## config.mk

```make
export PLATFORM = sky130hd
export DESIGN_NAME = vml_isqrt
export DESIGN_NICKNAME = d
export VERILOG_FILES = /design/src/sv/vector_magnitude_limit_2d_unit_defines.svh /design/src/sv/vml_pkg.sv /design/src/sv/vml_isqrt.sv
export SDC_FILE = /design/constraint.sdc
export NUM_CORES = 1
export LEC_CHECK = 0
export BUFFER_PORTS_ARGS = -buffer_cell sky130_fd_sc_hd__buf_2
export CORE_ASPECT_RATIO = 1.4
export CORE_MARGIN = 8
export CORE_UTILIZATION = 65
export CTS_BUF_LIST = sky130_fd_sc_hd__clkbuf_8
export CTS_CLUSTER_DIAMETER = 80
export CTS_CLUSTER_SIZE = 14
export DETAILED_ROUTE_END_ITERATION = 16
export GPL_TIMING_DRIVEN = 1
export PLACE_DENSITY = 0.91
export SETUP_SLACK_MARGIN = 0.05
export SLEW_MARGIN = 20
export SYNTH_ARGS = -nofsm -noshare
export SYNTH_HDL_FRONTEND = slang
export SYNTH_SLANG_ARGS = --single-unit
```

## constraint.sdc

```tcl
create_clock -name clk -period 6.4 [get_ports clk]
set_input_delay 0.32 -clock clk [delete_from_list [all_inputs] [get_ports clk]]
set_output_delay 0.32 -clock clk [all_outputs]
set_load 0.1 [all_outputs]
```

## src/sv/vector_magnitude_limit_2d_unit_defines.svh

```systemverilog
// Assertion macros for the 2D vector magnitude limiter.
// They are included by the top level, which must provide clk and arst_n.
`ifndef VECTOR_MAGNITUDE_LIMIT_2D_UNIT_DEFINES_SVH
`define VECTOR_MAGNITUDE_LIMIT_2D_UNIT_DEFINES_SVH

// Same-cycle implication, checked while out of reset.
`define VML_ASSERT_NOW(lbl, ante, cons, msg) \
	lbl: assert property (@(posedge clk) disable iff (!arst_n) (ante) |-> (cons)) \
		else $error(msg);

// Next-cycle implication, checked while out of reset.
`define VML_ASSERT_NEXT(lbl, ante, cons, msg) \
	lbl: assert property (@(posedge clk) disable iff (!arst_n) (ante) |=> (cons)) \
		else $error(msg);

`endif

```

## src/sv/vml_pkg.sv

```systemverilog
// Shared types and constants for the 2D vector magnitude limiter.
// No dependencies; used by every module of the block.
`default_nettype none
package vml_pkg;
	localparam int CW = 16;            // component width
	localparam int LW = CW - 1;        // limit width
	localparam int SW = 2 * CW;        // width of the sum of squares
	localparam int RW = CW;            // root width, one bit per stage
	localparam int QW = CW - 1;        // quotient width, one bit per stage
	localparam int NW = CW + LW;       // dividend width, |comp| * limit
	localparam int PIPE_LEN = RW + QW + 4;

	typedef struct packed {
		logic signed [CW-1:0] in_x;
		logic signed [CW-1:0] in_y;
		logic [LW-1:0]        limit;
	} vec_t;

	typedef struct packed {
		logic signed [CW-1:0] out_x;
		logic signed [CW-1:0] out_y;
		logic                 was_clamped;
	} res_t;

	typedef struct packed {
		logic signed [CW-1:0] x;
		logic signed [CW-1:0] y;
		logic [LW-1:0]        lim;
		logic [CW-1:0]        ax;
		logic [CW-1:0]        ay;
		logic                 clamp;
	} side_t;
endpackage
`default_nettype wire

```

## src/sv/vml_isqrt.sv

```systemverilog
// Pipelined integer square root, one root bit per stage.
// Depends on vml_pkg.
`default_nettype none
module vml_isqrt (
	input  wire logic                   clk,
	input  wire logic                   en,
	input  wire logic [vml_pkg::SW-1:0] rad,
	output logic      [vml_pkg::RW-1:0] root
);
	import vml_pkg::*;

	logic [SW-1:0] rem_s1  [RW];
	logic [RW-1:0] root_s1 [RW];
	logic [SW-1:0] rem_n   [RW];
	logic [RW-1:0] root_n  [RW];
	logic [SW-1:0] prem    [RW];
	logic [RW-1:0] proot   [RW];
	logic [SW+1:0] inc     [RW];

	// Stage k settles bit RW-1-k; rem holds rad minus the square of the partial root.
	always_comb begin
		for (int k = 0; k < RW; k++) begin
			prem[k]  = (k == 0) ? rad : rem_s1[(k == 0) ? 0 : k - 1];
			proot[k] = (k == 0) ? '0 : root_s1[(k == 0) ? 0 : k - 1];
			inc[k]   = ((SW+2)'(proot[k]) << (RW - k)) + ((SW+2)'(1) << (2 * (RW - 1 - k)));
			if ({2'b00, prem[k]} >= inc[k]) begin
				rem_n[k]  = prem[k] - inc[k][SW-1:0];
				root_n[k] = proot[k] | (RW'(1) << (RW - 1 - k));
			end else begin
				rem_n[k]  = prem[k];
				root_n[k] = proot[k];
			end
		end
	end

	always_ff @(posedge clk) begin
		if (en) begin
			for (int k = 0; k < RW; k++) begin
				rem_s1[k]  <= rem_n[k];
				root_s1[k] <= root_n[k];
			end
		end
	end

	assign root = root_s1[RW-1];
endmodule
`default_nettype wire

```

### Word level (Yosys, flattened, before mapping)

Memories as Yosys holds them, arrays and structs flattened.
Index checks and enable logic that the tools add are counted.

* register bits after elaboration: 0
* bits in writable memories: 768
* input bits: 34
* memories kept: 2

Memory list
* rem_s1: words 16, width 32, rd ports 15, clocked after Yosys merged registers in 0, wr ports 16, line vml_isqrt.sv:12 `logic [SW-1:0] rem_s1 [RW];`
* root_s1: words 16, width 16, rd ports 16, clocked after Yosys merged registers in 0, wr ports 16, line vml_isqrt.sv:13 `logic [RW-1:0] root_s1 [RW];`

* add/sub/neg operators: 31
* magnitude comparators: 16
* multiplexer cells: 34

Operator list (number)
* 32-bit two-way mux: 16
* 31-bit by 29-bit adder with 32-bit output (second input constant): 1
* 32-bit by 18-bit >= comparator with 1-bit output: 1
* 32-bit by 19-bit >= comparator with 1-bit output: 1
* 32-bit by 20-bit >= comparator with 1-bit output: 1
* 32-bit by 21-bit >= comparator with 1-bit output: 1
* 32-bit by 22-bit >= comparator with 1-bit output: 1
* 32-bit by 23-bit >= comparator with 1-bit output: 1
* 32-bit by 24-bit >= comparator with 1-bit output: 1
* 32-bit by 25-bit >= comparator with 1-bit output: 1
* 32-bit by 26-bit >= comparator with 1-bit output: 1
* 32-bit by 27-bit >= comparator with 1-bit output: 1
* 32-bit by 28-bit >= comparator with 1-bit output: 1
* 32-bit by 29-bit >= comparator with 1-bit output: 1
* 32-bit by 30-bit >= comparator with 1-bit output: 1
* 32-bit by 31-bit >= comparator with 1-bit output: 1
* 32-bit by 31-bit >= comparator with 1-bit output (second input constant): 1
* 32-bit >= comparator: 1
* 32-bit by 18-bit subtractor with 32-bit output: 1
* 32-bit by 19-bit subtractor with 32-bit output: 1
* 32-bit by 20-bit subtractor with 32-bit output: 1
* 32-bit by 21-bit subtractor with 32-bit output: 1
* 32-bit by 22-bit subtractor with 32-bit output: 1
* 32-bit by 23-bit subtractor with 32-bit output: 1
* 40 further kinds: 42

### Logic depth before layout (Yosys ltp)

An unclocked memory read counts as a cell.

* depth in word-level cells: 4
* depth in mapped cells: 11
* depth with buffers taken out: 10

### Worst setup path after synthesis

Ideal clock, no wire load.

* path kind: reg2reg
* start point: mem rem_s1[0][240] (netlist bit)
* end point: mem rem_s1[1][27] (netlist bit) (data pin)
* data arrival time: 2507 ps
* data required time: 6142 ps
* slack: 3636 ps
* stages on the path, launching flop included: 10
* buffers on the path: 1
* period minus slack after synthesis: 2764 ps
* path through: edfxtp_1 ha_1 nor2b_1 o31a_1 or4_1 a2111o_1 buf_6 and2b_1 and3_1 xor2_1

RTL lines (line)
* start, declared: vml_isqrt.sv:12

==> flow_summary.ini <==
[timing]
fin_crit_sh_pct = 57.4
finalCriticalPeriod_ps = 3670
tns_ps = 0
setup-violations-final = 0
finalHoldViolCount = 0
relSlewSlack_pct = 28.3
final_max_slew_viol_count = 0
finClkSkew_ps = 35.3
max_freq_mhz = 272
worstMarginPinSlew_ps = 1070
rsz0062_at_grt = false

[route]
first_iter_violations = 1091
remaining_drc_errors = 0
wl_per_cell_um = 21.4
vias = 18061
vias_per_cell = 6.30
antenna_left = 0
routed_wl_um = 61300
first_pass_iters = 5

[clock_network]
cts_max_level = 2
root_buffer = clkbuf_8
clock_sinks = 616
clk_latency_ps = 650
cts_tree = done
cts_inserted_buffers = 49
clockBufferDepth = 3
clk_pin_slew_ps = 90
cts_resized = 0

[cells_and_area]
area_delta_synth_final_pct = 6.61
multi_input_area_mm2 = 0.00978
fillerInstances = 2797
final_area_mm2 = 0.0310
nets = 2493
final_layout_size_suffix_gt1_share_pct = 7.27
seqCellArea_mm2 = 0.0185

[synth]
synthAdderAreaFrac_pct = 6.45
synth.top_cell.area_share_pct = 63.6
synth_compound_area_share_pct = 8.54
synth_area_per_cell_um2 = 13.2
ys_ff_latch = 616
netlist_top_cells_area = edfxtp_1 64%, ha_1 6.5%, xnor2_1 3.0%, xor2_1 2.9%, inv_1 2.2%
synth_largest_area_cell = edfxtp_1
synth-simple-area-share_pct = 11.4
yosysMostFrequentCell = edfxtp_1
synth_area_mm2 = 0.0291
ys_seq_area_share_pct = 63.6
synth-xor-area-share_pct = 5.87
netlist_top_cells_count = 616 x edfxtp_1, 170 x inv_1, 150 x ha_1, 131 x nor2_1, 110 x a21oi_1
ys_warn_count = 0
synth_cells = 2204
synth.area.mux_share_pct = 1.25
post_synth_num_cell_types = 80
synth_ff_type = edfxtp_1
async_flop_share_pct = 0
synth_top_family_by_area = simple AND/OR/NAND/NOR gates
synth_edf_count = 616
syn_nets = 2388

[setup_path]
cp_data_arrival_time_ps = 4040
ff2ff_setup_slack_ps = 2730
critical_path_class = reg2reg
reg2reg_from = rem_s1[1][111]
cp_max_fo = 25
crit_path_end_kind = flop
worstReg2RegEnd = rem_s1[1][159]
start_kind = flop
cp-startpoint = rem_s1[1][111]
required_ps = 6770
reg2reg_depth = 8
endpoint = rem_s1[1][159]

[floorplan]
core_area_mm2 = 0.0442
core.rowCount = 91
fp.dieW_um = 195
die_h_um = 266
start_util_pct = 65.8
fp.dieArea_mm2 = 0.0519
io_pins = 50

[grt]
grt_max_degree = 192
globalRouteTotalUtil_pct = 23.5
grt_pass1_vias = 19423
grt_antenna_before_repair = 1
grt_pass1_wl_um = 96000
grt-ovfl-total = 0

[worst_hold_path]
hp-class = in2reg

[power_and_ir_drop]
peakVddDrop_v = 0.000250
total_leakage_power_nw = 11.6
p_per_area_mw_per_mm2 = 296

[placed_design]
placed_area_mm2 = 0.0300
gp_congestion = 0.964
io_buffers = 49
dp_hpwl_um = 44300

[job]
maxCapViolCount = 0

[status]
status = finished, final reports clean
==> power by group <==
part	switching [W]	internal, W
Combinational	0.00106	0.000772
Sequential	0.000363	0.00507
Clock	0.00119	0.000705
==> logic make-up (layout without fill, tap and decap cells) <==
family / after synthesis / after routing
XOR/XNOR: 195 / 195
multiplexers: 33 / 33
buffers and inverters: 208 / 314
AND/OR/NAND/NOR: 610 / 610
AO/OA/AOI/OAI: 392 / 392
flip-flops: 616 / 616
other: 0 / 1
adder cells (fa/ha/maj): 150 / 150
==> sequential cells by signal (all words and copies together), names as in the netlist <==
| register | count |
|---|---|
| rem_s1 | 480 |
| root_s1 | 136 |
==> what timing repair did <==
action | CTS | global route
buffers inserted | 0 | 0
endpoints found under the hold margin | 31 | 0
hold buffers | 31 | 0
==> critical path: stages, from the launching register on <==
cell and delay, ps:
edfxtp_1 410, ha_1 480, and3_1 220, nand4_1 230
o221ai_1 550, a2111o_1 840, o311a_4 390, nand3_1 110
xnor2_1 160
==> routing by layer <==
metal	wire length, um	track usage [%]	vias up
met1	18000	18.5	8762
met3	2120	3.03	265
met5	0	0	-
met2	35700	48.7	592
li1	-	-	8442
met4	5510	19.4	0
==> stage by stage <==
| stage | hold WS, ps | setup slack [ps] | total power, W | utilization [%] | instances |
|---|---|---|---|---|---|
| final | 124 | 2730 | 0.00916 | 70.2 | 2869 |
| after global placement | 423 | 2780 | 0.00715 | 67.8 | 2785 |
| after floorplan | 417 | 3640 | 0.00669 | - | 2204 |
| after global routing | 126 | 2470 | 0.00954 | 70.2 | 2869 |
| after CTS | 35.4 | 2710 | 0.00915 | 70.2 | 2868 |
| after detailed placement | 428 | 2780 | 0.00730 | 67.9 | 2785 |
==> how the worst min path moves through the flow <==
stage	startpoint	to	slack (ps)	depth (start not counted)
after floorplan	rem_s1[1][70]	rem_s1[1][102]	420	0
after global placement	rem_s1[1][2]	rem_s1[1][34]	420	0
after detailed placement	rem_s1[0][234]	rem_s1[1][10]	430	0
after CTS	rad[30]	rem_s1[0][30]	40	3
after global routing	rad[30]	rem_s1[0][30]	130	3
final	rad[30]	rem_s1[0][30]	120	3
==> cell usage in the layout, fill, tap and decap left out, drive strengths merged, types with 6 or more instances in the layout <==
master       instances
a211oi              15
a21o                32
a21oi              110
a31oi               10
and2                 8
and3                14
buf                 59
clkbuf              50
dlygate4sd3         31
edfxtp             616
ha                 150
inv                174
mux2                26
mux2i                7
nand2              106
nand2b              33
nand3               36
nand3b              10
nand4               31
nor2               131
nor2b               21
nor3                60
nor3b                6
nor4                66
nor4b               15
o211ai              12
o21a                32
o21ai              106
o22ai                7
o31ai               14
or2                  6
or3                 22
or4                 20
xnor2               99
xor2                96
==> final cells by class <==
| cell class | count | area share (%) |
|---|---|---|
| Sequential cell | 616 | 59.7 |
| Multi-Input combinational cell | 1380 | 31.6 |
| Tap cell | 558 | 2.25 |
| Clock buffer | 50 | 2.22 |
| Timing Repair Buffer | 90 | 2.15 |
| Inverter | 172 | 2.08 |
| Clock inverter | 2 | 0.0646 |
| Antenna cell | 1 | 0.00807 |
Power figures use the tool's default switching activity.
